--- config.mk ---
export PLATFORM = sky130hd
export DESIGN_NAME = ordered_array_list_engine_flat
export DESIGN_NICKNAME = d
export VERILOG_FILES = /design/src/design/oal_pkg.sv /design/src/design/oal_if.sv /design/src/design/oal_ctrl.sv /design/src/design/oal_datapath.sv /design/src/design/ordered_array_list_engine.sv /design/src/flat_wrapper.sv
export SDC_FILE = /design/constraint.sdc
export NUM_CORES = 2
export LEC_CHECK = 0
export BUFFER_PORTS_ARGS = -buffer_cell sky130_fd_sc_hd__buf_4
export CAP_MARGIN = 10
export CORE_ASPECT_RATIO = 1.4
export CORE_MARGIN = 4
export CORE_UTILIZATION = 63
export CTS_CLUSTER_DIAMETER = 60
export DETAILED_ROUTE_END_ITERATION = 10
export PLACE_DENSITY_LB_ADDON = 0.1
export SLEW_MARGIN = 20
export SYNTH_ARGS = -nofsm -noshare
export SYNTH_HDL_FRONTEND = slang
export SYNTH_SLANG_ARGS = --single-unit
--- constraint.sdc ---
create_clock -name clk -period 6 [get_ports clk]
set_input_delay 0.6 -clock clk [delete_from_list [all_inputs] [get_ports clk]]
set_output_delay 0.6 -clock clk [all_outputs]
set_load 0.01 [all_outputs]
--- src/design/oal_pkg.sv ---
// Package for the ordered array list engine.
// Holds the sizes, operation and status codes, and the controller/datapath structs.
// No dependencies.
package oal_pkg;

  // Storage size
  localparam int DEPTH      = 64;
  localparam int ELEM_WIDTH = 32;
  localparam int IDX_W      = $clog2(DEPTH);
  localparam int CNT_W      = $clog2(DEPTH + 1);

  // Field widths of the channels
  localparam int OP_W    = 3;
  localparam int POS_W   = 7;
  localparam int VAL_W   = 32;
  localparam int ST_W    = 2;
  localparam int FPOS_W  = 7;
  localparam int COUNT_W = 7;

  // Common width for index and count compares
  localparam int WIDE_W = ((CNT_W > POS_W) ? CNT_W : POS_W) + 1;

  typedef enum logic [OP_W-1:0] {
    OP_INSERT    = 3'd0,
    OP_ERASE_POS = 3'd1,
    OP_ERASE_VAL = 3'd2,
    OP_FIND      = 3'd3,
    OP_GET       = 3'd4,
    OP_CLEAR     = 3'd5
  } op_t;

  typedef enum logic [ST_W-1:0] {
    ST_OK       = 2'd0,
    ST_RANGE    = 2'd1,
    ST_FULL     = 2'd2,
    ST_NOTFOUND = 2'd3
  } status_t;

  // Walk setup selected by the controller
  typedef enum logic [2:0] {
    INIT_INS     = 3'd0,
    INIT_ERA_POS = 3'd1,
    INIT_ERA_HIT = 3'd2,
    INIT_SCAN    = 3'd3,
    INIT_GET     = 3'd4
  } init_t;

  typedef enum logic [1:0] {
    MODE_UP   = 2'd0,
    MODE_DN   = 2'd1,
    MODE_SCAN = 2'd2
  } mode_t;

  typedef enum logic [1:0] {
    FP_ZERO = 2'd0,
    FP_HIT  = 2'd1,
    FP_CNT  = 2'd2
  } fpos_sel_t;

  // Controller to datapath commands
  typedef struct packed {
    logic      load;
    logic      init;
    init_t     init_sel;
    logic      run;
    logic      shift_wr;
    logic      final_wr;
    logic      cnt_inc;
    logic      cnt_dec;
    logic      cnt_clr;
    logic      cap_hit;
    logic      publish;
    status_t   status;
    logic      rd_sel;
    fpos_sel_t fpos_sel;
  } dp_cmd_t;

  // Datapath to controller status
  typedef struct packed {
    op_t  op;
    logic ins_range;
    logic full;
    logic idx_range;
    logic done;
    logic hit;
  } dp_stat_t;

endpackage

--- src/design/oal_if.sv ---
// Channel interfaces for the ordered array list engine: request and result.
// Depends on oal_pkg for field widths.
interface oal_in_if;
  import oal_pkg::*;
  logic             valid;
  logic             ready;
  logic [OP_W-1:0]  operation;
  logic [POS_W-1:0] position;
  logic [VAL_W-1:0] element_value;

  modport source (output valid, output operation, output position, output element_value,
                  input ready);
  modport sink (input valid, input operation, input position, input element_value,
                output ready);
endinterface

interface oal_out_if;
  import oal_pkg::*;
  logic               valid;
  logic               ready;
  logic [ST_W-1:0]    status;
  logic [VAL_W-1:0]   read_value;
  logic [FPOS_W-1:0]  found_position;
  logic [COUNT_W-1:0] count;

  modport source (output valid, output status, output read_value, output found_position,
                  output count, input ready);
  modport sink (input valid, input status, input read_value, input found_position,
                input count, output ready);
endinterface

--- src/design/oal_ctrl.sv ---
// Controller state machine of the ordered array list engine.
// Sequences decode, memory walks and the result handshake; depends on oal_pkg.
module oal_ctrl (
  input  logic              clk,
  input  logic              rst_n,
  input  logic              in_valid,
  output logic              in_ready,
  output logic              out_valid,
  input  logic              out_ready,
  input  oal_pkg::dp_stat_t stat,
  output oal_pkg::dp_cmd_t  cmd
);
  import oal_pkg::*;

  typedef enum logic [7:0] {
    S_IDLE     = 8'b0000_0001,
    S_DECODE   = 8'b0000_0010,
    S_SHIFT_UP = 8'b0000_0100,
    S_INS_WR   = 8'b0000_1000,
    S_SHIFT_DN = 8'b0001_0000,
    S_SCAN     = 8'b0010_0000,
    S_GET_RD   = 8'b0100_0000,
    S_RESP     = 8'b1000_0000
  } state_t;

  state_t  state_r, state_nxt;
  status_t st_r, st_nxt;
  logic    out_valid_r, out_valid_nxt;

  // Next state and commands
  always_comb begin
    cmd           = '0;
    cmd.init_sel  = INIT_SCAN;
    cmd.status    = st_r;
    cmd.fpos_sel  = FP_ZERO;
    state_nxt     = state_r;
    st_nxt        = st_r;
    out_valid_nxt = out_valid_r && !out_ready;

    case (state_r)
      S_IDLE: begin
        if (in_valid) begin
          cmd.load  = 1'b1;
          st_nxt    = ST_OK;
          state_nxt = S_DECODE;
        end
      end

      S_DECODE: begin
        case (stat.op)
          OP_INSERT: begin
            if (stat.ins_range) begin
              st_nxt    = ST_RANGE;
              state_nxt = S_RESP;
            end else if (stat.full) begin
              st_nxt    = ST_FULL;
              state_nxt = S_RESP;
            end else begin
              cmd.init     = 1'b1;
              cmd.init_sel = INIT_INS;
              state_nxt    = S_SHIFT_UP;
            end
          end
          OP_ERASE_POS: begin
            if (stat.idx_range) begin
              st_nxt    = ST_RANGE;
              state_nxt = S_RESP;
            end else begin
              cmd.init     = 1'b1;
              cmd.init_sel = INIT_ERA_POS;
              state_nxt    = S_SHIFT_DN;
            end
          end
          OP_ERASE_VAL, OP_FIND: begin
            cmd.init     = 1'b1;
            cmd.init_sel = INIT_SCAN;
            state_nxt    = S_SCAN;
          end
          OP_GET: begin
            if (stat.idx_range) begin
              st_nxt    = ST_RANGE;
              state_nxt = S_RESP;
            end else begin
              cmd.init     = 1'b1;
              cmd.init_sel = INIT_GET;
              state_nxt    = S_GET_RD;
            end
          end
          OP_CLEAR: begin
            cmd.cnt_clr = 1'b1;
            state_nxt   = S_RESP;
          end
          default: begin
            state_nxt = S_RESP;
          end
        endcase
      end

      // Move entries up by one, then drop the new value in
      S_SHIFT_UP: begin
        cmd.run      = 1'b1;
        cmd.shift_wr = 1'b1;
        if (stat.done) begin
          state_nxt = S_INS_WR;
        end
      end

      S_INS_WR: begin
        cmd.final_wr = 1'b1;
        cmd.cnt_inc  = 1'b1;
        state_nxt    = S_RESP;
      end

      // Move entries down by one over the erased slot
      S_SHIFT_DN: begin
        cmd.run      = 1'b1;
        cmd.shift_wr = 1'b1;
        if (stat.done) begin
          cmd.cnt_dec = 1'b1;
          state_nxt   = S_RESP;
        end
      end

      // Compare stored entries against the key in order
      S_SCAN: begin
        cmd.run = 1'b1;
        if (stat.hit) begin
          if (stat.op == OP_FIND) begin
            cmd.cap_hit = 1'b1;
            state_nxt   = S_RESP;
          end else begin
            cmd.init     = 1'b1;
            cmd.init_sel = INIT_ERA_HIT;
            state_nxt    = S_SHIFT_DN;
          end
        end else if (stat.done) begin
          st_nxt    = ST_NOTFOUND;
          state_nxt = S_RESP;
        end
      end

      S_GET_RD: begin
        cmd.run = 1'b1;
        if (stat.done) begin
          state_nxt = S_RESP;
        end
      end

      // Hand the result to the output register once it is free
      S_RESP: begin
        cmd.rd_sel = (stat.op == OP_GET) && (st_r == ST_OK);
        if (stat.op == OP_FIND) begin
          cmd.fpos_sel = (st_r == ST_OK) ? FP_HIT : FP_CNT;
        end
        if (!out_valid_r || out_ready) begin
          cmd.publish   = 1'b1;
          out_valid_nxt = 1'b1;
          state_nxt     = S_IDLE;
        end
      end

      default: begin
        state_nxt = S_IDLE;
      end
    endcase
  end

  always_ff @(posedge clk) begin
    if (!rst_n) begin
      state_r     <= S_IDLE;
      st_r        <= ST_OK;
      out_valid_r <= 1'b0;
    end else begin
      state_r     <= state_nxt;
      st_r        <= st_nxt;
      out_valid_r <= out_valid_nxt;
    end
  end

  assign in_ready  = (state_r == S_IDLE);
  assign out_valid = out_valid_r;

endmodule

--- src/design/oal_datapath.sv ---
// Datapath of the ordered array list engine: entry memory, walk pointers,
// element count, key compare and result register. Depends on oal_pkg.
module oal_datapath (
  input  logic                        clk,
  input  logic                        rst_n,
  input  oal_pkg::dp_cmd_t            cmd,
  output oal_pkg::dp_stat_t           stat,
  input  logic [oal_pkg::OP_W-1:0]    in_operation,
  input  logic [oal_pkg::POS_W-1:0]   in_position,
  input  logic [oal_pkg::VAL_W-1:0]   in_element_value,
  output logic [oal_pkg::ST_W-1:0]    out_status,
  output logic [oal_pkg::VAL_W-1:0]   out_read_value,
  output logic [oal_pkg::FPOS_W-1:0]  out_found_position,
  output logic [oal_pkg::COUNT_W-1:0] out_count
);
  import oal_pkg::*;

  // Request registers
  op_t                   op_r;
  logic [POS_W-1:0]      pos_r;
  logic [ELEM_WIDTH-1:0] key_r;

  // Walk state
  logic [CNT_W-1:0] cnt_r, cnt_nxt;
  logic [CNT_W-1:0] rptr_r, rptr_nxt;
  logic [CNT_W-1:0] rem_r, rem_nxt;
  logic [CNT_W-1:0] waddr_r, waddr_nxt;
  logic [CNT_W-1:0] hidx_r;
  mode_t            mode_r, mode_nxt;
  logic             pv_r;

  // Memory
  logic [ELEM_WIDTH-1:0] mem_r [DEPTH];
  logic [ELEM_WIDTH-1:0] rdata_r;
  logic                  rd_en;
  logic                  mem_we;
  logic [IDX_W-1:0]      mem_waddr;
  logic [ELEM_WIDTH-1:0] mem_wdata;

  // Result register
  logic [ST_W-1:0]    res_status_r;
  logic [VAL_W-1:0]   res_rd_r;
  logic [FPOS_W-1:0]  res_fpos_r;
  logic [COUNT_W-1:0] res_count_r;

  logic [WIDE_W-1:0] pos_w, cnt_w, hit_w;

  assign pos_w = WIDE_W'(pos_r);
  assign cnt_w = WIDE_W'(cnt_r);
  assign hit_w = WIDE_W'(waddr_r);

  // Capture the request
  always_ff @(posedge clk) begin
    if (cmd.load) begin
      op_r  <= op_t'(in_operation);
      pos_r <= in_position;
      key_r <= in_element_value[ELEM_WIDTH-1:0];
    end
  end

  // Walk setup and advance
  always_comb begin
    rptr_nxt  = rptr_r;
    rem_nxt   = rem_r;
    mode_nxt  = mode_r;
    waddr_nxt = waddr_r;
    rd_en     = 1'b0;
    if (cmd.init) begin
      case (cmd.init_sel)
        INIT_INS: begin
          rptr_nxt = CNT_W'(cnt_w - WIDE_W'(1));
          rem_nxt  = CNT_W'(cnt_w - pos_w);
          mode_nxt = MODE_UP;
        end
        INIT_ERA_POS: begin
          rptr_nxt = CNT_W'(pos_w + WIDE_W'(1));
          rem_nxt  = CNT_W'(cnt_w - WIDE_W'(1) - pos_w);
          mode_nxt = MODE_DN;
        end
        INIT_ERA_HIT: begin
          rptr_nxt = CNT_W'(hit_w + WIDE_W'(1));
          rem_nxt  = CNT_W'(cnt_w - WIDE_W'(1) - hit_w);
          mode_nxt = MODE_DN;
        end
        INIT_GET: begin
          rptr_nxt = CNT_W'(pos_w);
          rem_nxt  = CNT_W'(1);
          mode_nxt = MODE_SCAN;
        end
        default: begin
          rptr_nxt = '0;
          rem_nxt  = cnt_r;
          mode_nxt = MODE_SCAN;
        end
      endcase
    end else if (cmd.run && (rem_r != '0)) begin
      rd_en   = 1'b1;
      rem_nxt = rem_r - CNT_W'(1);
      case (mode_r)
        MODE_UP: begin
          rptr_nxt  = rptr_r - CNT_W'(1);
          waddr_nxt = rptr_r + CNT_W'(1);
        end
        MODE_DN: begin
          rptr_nxt  = rptr_r + CNT_W'(1);
          waddr_nxt = rptr_r - CNT_W'(1);
        end
        default: begin
          rptr_nxt  = rptr_r + CNT_W'(1);
          waddr_nxt = rptr_r;
        end
      endcase
    end
  end

  always_ff @(posedge clk) begin
    if (!rst_n) begin
      rem_r <= '0;
      pv_r  <= 1'b0;
    end else begin
      rem_r <= rem_nxt;
      pv_r  <= rd_en;
    end
  end

  always_ff @(posedge clk) begin
    rptr_r  <= rptr_nxt;
    mode_r  <= mode_nxt;
    waddr_r <= waddr_nxt;
    if (cmd.cap_hit) begin
      hidx_r <= waddr_r;
    end
  end

  // Memory: one write and one registered read a cycle
  assign mem_we    = (cmd.shift_wr && pv_r) || cmd.final_wr;
  assign mem_waddr = cmd.final_wr ? pos_w[IDX_W-1:0] : waddr_r[IDX_W-1:0];
  assign mem_wdata = cmd.final_wr ? key_r : rdata_r;

  always_ff @(posedge clk) begin
    if (mem_we) begin
      mem_r[mem_waddr] <= mem_wdata;
    end
    if (rd_en) begin
      rdata_r <= mem_r[rptr_r[IDX_W-1:0]];
    end
  end

  // Element count
  always_comb begin
    cnt_nxt = cnt_r;
    if (cmd.cnt_clr) begin
      cnt_nxt = '0;
    end else if (cmd.cnt_inc) begin
      cnt_nxt = cnt_r + CNT_W'(1);
    end else if (cmd.cnt_dec) begin
      cnt_nxt = cnt_r - CNT_W'(1);
    end
  end

  always_ff @(posedge clk) begin
    if (!rst_n) begin
      cnt_r <= '0;
    end else begin
      cnt_r <= cnt_nxt;
    end
  end

  // Status toward the controller
  assign stat.op        = op_r;
  assign stat.ins_range = (pos_w > cnt_w);
  assign stat.full      = (cnt_w >= WIDE_W'(DEPTH));
  assign stat.idx_range = (pos_w >= cnt_w);
  assign stat.done      = (rem_r == '0) && !pv_r;
  assign stat.hit       = pv_r && (mode_r == MODE_SCAN) && (rdata_r == key_r);

  // Load the result register
  always_ff @(posedge clk) begin
    if (cmd.publish) begin
      res_status_r <= cmd.status;
      res_rd_r     <= cmd.rd_sel ? VAL_W'(rdata_r) : '0;
      case (cmd.fpos_sel)
        FP_HIT:  res_fpos_r <= FPOS_W'(hidx_r);
        FP_CNT:  res_fpos_r <= FPOS_W'(cnt_r);
        default: res_fpos_r <= '0;
      endcase
      res_count_r  <= COUNT_W'(cnt_r);
    end
  end

  assign out_status         = res_status_r;
  assign out_read_value     = res_rd_r;
  assign out_found_position = res_fpos_r;
  assign out_count          = res_count_r;

endmodule

--- src/design/ordered_array_list_engine.sv ---
// Ordered array list engine: clear, rejected and unused requests go straight to the result,
// while get, insert, find and erase first walk the entry memory at one entry per cycle.
// One request is in work at a time; the next one is taken the cycle after the result is
// registered. Reset (rst_n, synchronous) empties the list; entries keep whatever they held
// and are only read below the count.
module ordered_array_list_engine (
  input logic      clk,
  input logic      rst_n,
  oal_in_if.sink   in_ch,
  oal_out_if.source out_ch
);
  import oal_pkg::*;

  dp_cmd_t  cmd;
  dp_stat_t stat;

  // Sequencing
  oal_ctrl u_ctrl (
    .clk       (clk),
    .rst_n     (rst_n),
    .in_valid  (in_ch.valid),
    .in_ready  (in_ch.ready),
    .out_valid (out_ch.valid),
    .out_ready (out_ch.ready),
    .stat      (stat),
    .cmd       (cmd)
  );

  // Storage and compare
  oal_datapath u_datapath (
    .clk                (clk),
    .rst_n              (rst_n),
    .cmd                (cmd),
    .stat               (stat),
    .in_operation       (in_ch.operation),
    .in_position        (in_ch.position),
    .in_element_value   (in_ch.element_value),
    .out_status         (out_ch.status),
    .out_read_value     (out_ch.read_value),
    .out_found_position (out_ch.found_position),
    .out_count          (out_ch.count)
  );

  // One request at a time: ready drops after each transaction
  a_one_in_flight: assert property (@(posedge clk) disable iff (!rst_n)
    (in_ch.valid && in_ch.ready) |=> !in_ch.ready)
    else $error("request taken while another is in work");

  a_count_bound: assert property (@(posedge clk) disable iff (!rst_n)
    out_ch.valid |-> (out_ch.count <= COUNT_W'(DEPTH)))
    else $error("count beyond capacity");

  a_fpos_bound: assert property (@(posedge clk) disable iff (!rst_n)
    out_ch.valid |-> (out_ch.found_position <= out_ch.count))
    else $error("found position beyond count");

  a_read_ok: assert property (@(posedge clk) disable iff (!rst_n)
    (out_ch.valid && (out_ch.read_value != '0)) |-> (out_ch.status == ST_OK))
    else $error("read data on a failed request");

endmodule
--- src/flat_wrapper.sv ---
// flat-port wrapper written by rule: the top's interface ports become plain ports
module ordered_array_list_engine_flat import oal_pkg::*;
  (clk, rst_n, in_ch_valid, in_ch_operation, in_ch_position, in_ch_element_value, in_ch_ready, out_ch_valid, out_ch_status, out_ch_read_value, out_ch_found_position, out_ch_count, out_ch_ready);
  oal_in_if in_ch_i ();
  oal_out_if out_ch_i ();
  input logic clk;
  input logic rst_n;
  input wire logic [$bits(in_ch_i.valid)-1:0] in_ch_valid;
  input wire logic [$bits(in_ch_i.operation)-1:0] in_ch_operation;
  input wire logic [$bits(in_ch_i.position)-1:0] in_ch_position;
  input wire logic [$bits(in_ch_i.element_value)-1:0] in_ch_element_value;
  output wire logic [$bits(in_ch_i.ready)-1:0] in_ch_ready;
  output wire logic [$bits(out_ch_i.valid)-1:0] out_ch_valid;
  output wire logic [$bits(out_ch_i.status)-1:0] out_ch_status;
  output wire logic [$bits(out_ch_i.read_value)-1:0] out_ch_read_value;
  output wire logic [$bits(out_ch_i.found_position)-1:0] out_ch_found_position;
  output wire logic [$bits(out_ch_i.count)-1:0] out_ch_count;
  input wire logic [$bits(out_ch_i.ready)-1:0] out_ch_ready;
  assign in_ch_i.valid = in_ch_valid;
  assign in_ch_i.operation = in_ch_operation;
  assign in_ch_i.position = in_ch_position;
  assign in_ch_i.element_value = in_ch_element_value;
  assign in_ch_ready = in_ch_i.ready;
  assign out_ch_valid = out_ch_i.valid;
  assign out_ch_status = out_ch_i.status;
  assign out_ch_read_value = out_ch_i.read_value;
  assign out_ch_found_position = out_ch_i.found_position;
  assign out_ch_count = out_ch_i.count;
  assign out_ch_i.ready = out_ch_ready;
  ordered_array_list_engine u_core (.clk(clk), .rst_n(rst_n), .in_ch(in_ch_i), .out_ch(out_ch_i));
endmodule
# Yosys cells after proc, flatten, opt, wreduce, memory -nomap -nowiden
# Memories as Yosys holds them, arrays and structs flattened. A register that Yosys moved wholly into a read port is not among the register bits.
# Index checks and enable logic that the tools add are counted.
# totals
regBits,139
latchBits,0
ramBits,2048
mem_bits_ro,0
input_bits,46
output_inout_bits,50
wordCells,159
mem_count,1
# classes
addsub,11
mul,0
div_mod_pow,0
magnitude_cmp,3
n_eq_ne,29
n_shift,0
n_mux,65
bitwise_logic,2
n_reduce_logical,31
# mem_list
name,depth,word_bits,read_ports,rd_ports_with_merged_regs,wr,line,rtl
u_core.u_datapath.mem_r,64,32,1,1,1,oal_datapath.sv:33,logic [ELEM_WIDTH-1:0] mem_r [DEPTH];
# op_table
cell,count
8-bit 2-to-1 mux,10
7-bit one-hot mux with 4 select lines,2
8-bit one-hot mux with 7 select lines,1
7-bit 2-to-1 mux,7
32-bit == test,1
32-bit 2-to-1 mux,1
8-bit one-hot mux with 4 select lines,1
"7-bit by 1-bit adder with 7-bit output, second input constant",4
7-bit one-hot mux with 2 select lines,2
"7-bit by 1-bit subtractor with 7-bit output, second input constant",4
4-bit 2-to-1 mux,6
7-bit subtractor,3
1-bit 2-to-1 mux,19
2-bit 2-to-1 mux,9
4-bit one-hot mux with 4 select lines,1
2-bit OR reduction,6
"3-bit by 2-bit == test with 1-bit output, second input constant",3
"3-bit == test, second input constant",3
"8-bit by 1-bit == test with 1-bit output, second input constant",1
"8-bit by 2-bit == test with 1-bit output, second input constant",1
"8-bit by 3-bit == test with 1-bit output, second input constant",1
"8-bit by 4-bit == test with 1-bit output, second input constant",1
"8-bit by 5-bit == test with 1-bit output, second input constant",1
"8-bit by 6-bit == test with 1-bit output, second input constant",1
other kinds (31),52

# Logic depth before layout (Yosys ltp)
# depth
word_depth,8
ltp_mapped,18

# Cells and area by module
# A second synthesis with hierarchy kept.
# hier_totals
hier_cells,4081
hier_area_um2,87064.8
# by_module_without_submodules
module,instances,cells_each,area_each_um2,seq_area_each_um2
oal_datapath,1,3951,86075.1,66153.4
oal_ctrl,1,130,989.7,220.2

# Worst setup path before layout
# No wires, ideal clock.
# synth_timing
path_type,flip-flop to flip-flop
start,reg u_core.u_datapath.pos_r[1]
end,reg u_core.u_datapath.rdata_r[0] (read register of u_core.u_datapath.mem_r) (enable)
arrival_time_ns,3.922
path_slack_ns,1.642
stages_incl_launch_ff,13
path_buffers,2
cell_sequence,edfxtp_1 -> inv_1 -> ha_1 -> nor2b_1 -> o21ai_0 -> a21oi_1 -> nor2_1 -> clkbuf_1 -> o22ai_1 -> a31oi_1 -> inv_1 -> buf_4 -> nor2_1
# synth_lines
item,line,rtl
start: declaration,oal_datapath.sv:20,logic [POS_W-1:0] pos_r;
start signal: assignment,oal_datapath.sv:56,pos_r <= in_position;
end: declaration,oal_datapath.sv:34,logic [ELEM_WIDTH-1:0] rdata_r;

# Worst setup path in the final report
# layout_timing
start,reg u_core.u_ctrl.state_r[1]
end,mem u_core.u_datapath.mem_r[24][10] (enable)
# layout_between
elab_chain_len,7
word_cells_on_any_way,11
cone_classes,eq/ne (3); mux (5); reduce/logical (3)
# layout_lines
item,line,rtl
start: declaration,oal_ctrl.sv:26,"state_t state_r, state_nxt;"
start signal: assignment,oal_ctrl.sv:174,state_r <= state_nxt;
8-bit by 5-bit == test with 1-bit output / 8-bit by 3-bit == test with 1-bit output (equally long branches),oal_ctrl.sv:40,case (state_r)
2-bit OR reduction (no line),n/a,
1-bit 2-to-1 mux,oal_ctrl.sv:40,
1-bit logical AND,oal_datapath.sv:136,assign mem_we = (cmd.shift_wr && pv_r) || cmd.final_wr;
1-bit logical OR,oal_datapath.sv:136,
1-bit 2-to-1 mux,oal_datapath.sv:141,if (mem_we) begin
1-bit 2-to-1 mux (not written as such),oal_datapath.sv:142,mem_r[mem_waddr] <= mem_wdata;
end: declaration,oal_datapath.sv:33,
# Parallel ways exist; a longest one is shown, timed or not.

==> results.yml <==
run_status:
  outcome: "finished clean"
clock_tree:
  cts_buffer_depth: 3
  clkTransAtPathRegs_ns: 0.07
  cts_buffers: 196
  cts.sinks: 2219
  clock_latency_ns: 0.83
  cts_root_buffer: "clkbuf_16"
  cts_resized: 0
  htree_levels: 4
  cts_tree: "built"
global_route:
  antenna_found_initial: 27
  grt_first_pass_wirelength_um: 321500
  grt.total_usage_pct: 32.42
  grt_max_degree: 118
  grt-ovfl-total: 0
  grt_pass1_vias: 42150
timing:
  tns_ns: 0
  rsz0062_at_grt: "no"
  hold_slack_ns: 0.08796
  worst_slew_pin_slew_ns: 1.168
  finalCritPeriodShare_pct: 76.82
  hold_viol: 0
  relSlewSlack_pct: 22.11
  fmaxAchievable_ghz: 0.2170
  finClkSkew_ns: 0.01952
  postLayoutSetupSlackWorst_ns: 1.391
  fin_crit_ns: 4.609
  drv_slew: 0
  setup-violations-final: 0
floorplan:
  num_io_pins: 96
  die_w_um: 321.1
  coreArea_sq_mm: 0.1361
  rows: 160
  die_y_um: 446.3
  start_util_pct: 63.50
  die-area_sq_mm: 0.1433
place:
  portBuffers: 95
  gp_congestion: 0.9006
  pre_cts_slack_ns: 1.453
  dp_hpwl_um: 137100
final_layout:
  layout_common_cells: "edfxtp_1 (2193), mux4_2 (673), buf_4 (221)"
  post_route_cells_drive_above_1_share_pct: 30.27
  area_delta_synth_final_pct: 12.59
  final_common_cell: "edfxtp_1"
  finalNetCount: 4154
  fill_cells: 7783
  utilization_pct: 71.49
power_and_ir_drop:
  p_sw_share_pct: 19.85
  powerDensity_mw_per_mm2: 307.4
  p_int_uw: 23980
  seq_power_share_pct: 56.5
  p_switching_uw: 5940
  power_uw: 29920
  cellLeakagePower_uw: 0.03062
  p_comb_share_pct: 2.0
  clockPowerShare_pct: 41.6
  ir_drop_mv: 0.4488
drt:
  wl_um: 224800
  wire_per_inst_um: 37.22
  wl_met1_um: 78910
  maxUsedRoutingLayer: "met5"
  viasPerCell: 6.933
  wl_met3_um: 22270
  drc: 0
  route.vias.total: 41880
  antenna_left: 0
  drtIter0Drc: 5693
  dr_wl_met2_um: 112400
  dr.pass1.iters: 5
synthesis:
  async_reset_ff_share_pct: 0
  synth_edf_count: 2193
  synth_cell_types: 68
  syn_area_per_cell_sq_um: 22.81
  ys_ff_latch: 2219
  syn_area_sq_mm: 0.08644
  syn_nets: 3859
  postSynthCellCount: 3790
  synth_warnings: 0
  synth-main-ff-cell: "edfxtp_1"
  seq_area_frac_synth_pct: 76.79
setup_path:
  cp_max_fo: 16
  worst_ep_required_time_ns: 6.52
  criticalPathCategory: "flip-flop to flip-flop"
  cp.arrival_ns: 5.13
  start_kind: "flip-flop"
  endpoint_kind: "flip-flop"
flow_run:
  maxCapViolations: 0
hold_path:
  hold_path_class: "primary input to flip-flop"
-- worst paths after layout --
| path | start | to | slack [ns] | depth (start not counted) |
|---|---|---|---|---|
| worst min-delay path | in_ch_element_value[8] | u_core.u_datapath.key_r[8] | 0.09 | 1 |
| worst max register to register | u_core.u_ctrl.state_r[1] | u_core.u_datapath.mem_r[24][10] | 1.39 | 8 |
| worst max-delay path | u_core.u_ctrl.state_r[1] | u_core.u_datapath.mem_r[24][10] | 1.39 | 8 |
| worst min register to register | u_core.u_ctrl.state_r[5] | u_core.u_ctrl.state_r[5] | 0.54 | 2 |
-- Yosys cell counts, types with 3 or more instances --
master	count	area share, %
a21o_1	12	0.10
a21oi_1	30	0.17
a221oi_1	3	0.030
a22oi_1	13	0.11
a31oi_1	5	0.036
and2_1	37	0.27
and3_1	5	0.036
buf_1	53	0.23
buf_2	17	0.098
clkbuf_1	114	0.50
dfxtp_1	26	0.60
edfxtp_1	2193	76
ha_1	21	0.30
inv_1	29	0.13
mux2i_1	9	0.10
mux4_2	673	18
nand2_1	154	0.67
nand2b_1	13	0.094
nand3_1	28	0.16
nand3b_1	12	0.10
nand4_1	10	0.072
nand4b_1	4	0.041
nor2_1	116	0.50
nor2b_1	5	0.036
nor3_1	21	0.12
nor4_1	8	0.058
o2111ai_1	3	0.030
o21ai_0	35	0.20
o21ai_1	5	0.029
o21bai_1	3	0.026
o22ai_1	3	0.022
o31ai_1	6	0.052
or2_2	5	0.036
or4_1	3	0.026
xnor2_1	51	0.52
xor2_1	24	0.24
-- timing repair --
action	in CTS	in global routing
endpoints found under the hold margin	41	0
hold buffers	41	0
setup buffers	0	0
-- worst max-delay path: stages (launching register included) --
cell and delay, ns:
dfxtp_1 0.38, or4_1 0.64, nor3_1 0.23, nand3b_1 0.61, a21oi_2 0.54, nand2b_1 0.23, nand2b_1 0.61, nor2_4 0.69
buf_4 0.33
-- area by class of cell --
| type | count | area [sq um] | area share (%) |
|---|---|---|---|
| Sequential cell | 2219 | 66370 | 68.20 |
| Multi-Input combinational cell | 1354 | 19730 | 20.27 |
| Clock buffer | 241 | 5190 | 5.333 |
| Timing Repair Buffer | 285 | 2532 | 2.602 |
| Tap cell | 1782 | 2230 | 2.291 |
| Clock inverter | 121 | 1134 | 1.165 |
| Inverter | 29 | 108.9 | 0.1118 |
| Antenna cell | 9 | 22.52 | 0.02314 |
-- power groups by stage --
stage / logic [uW] / clock network (uW) / registers [uW]
2_1_floorplan: 346 / 0 / 17200
3_3_place_gp: 556 / 0 / 17200
3_5_place_dp: 558 / 0 / 17200
4_1_cts: 585 / 12600 / 16900
5_1_grt: 617 / 13300 / 16900
6_report: 584 / 12400 / 16900
-- cells by family after synthesis --
| family | after synthesis | share of synthesized area, % |
|---|---|---|
| AO/OA/AOI/OAI | 142 | 1.068 |
| AND/OR/NAND/NOR | 429 | 2.348 |
| XOR/XNOR | 75 | 0.7600 |
| multiplexers | 685 | 17.69 |
| flip-flops | 2219 | 76.79 |
| adder cells (fa/ha/maj) | 23 | 0.3503 |
| buffers and inverters | 217 | 0.9930 |
-- sequential cells by signal, summed over array words and instances, names as in the netlist, 2 cells and up --
register and count:
u_core.u_datapath.rptr_r 7, u_core.u_datapath.rem_r 7, u_core.u_datapath.out_status 2, u_core.u_datapath.mode_r 2
u_core.u_datapath.mem_r 2048, u_core.u_datapath.out_read_value 32, u_core.u_datapath.key_r 32, u_core.u_datapath.out_found_position 7
u_core.u_datapath.pos_r 7, u_core.u_datapath.cnt_r 7, u_core.u_datapath.waddr_r 7, u_core.u_datapath.op_r 3
u_core.u_datapath.hidx_r 7, u_core.u_datapath.out_count 7, u_core.u_datapath.rdata_r 32, u_core.u_ctrl.state_r 8
u_core.u_ctrl.st_r 2
-- layer usage --
layer | GRT usage [%] | vias to the layer above
met3 | 6.458 | 404
met1 | 44.11 | 22290
li1 | - | 16640
met5 | 0 | -
met4 | 14.46 | 6
met2 | 52.23 | 2540
-- per-stage QoR --
stage          cells  cell area, sq um
2_1_floorplan   3790             86440
3_3_place_gp    5626             90520
3_5_place_dp    5628             90570
4_1_cts         6031             97300
5_1_grt         6034             97310
6_report        6040             97320
Note: power is estimated with default switching activity, not from simulation.
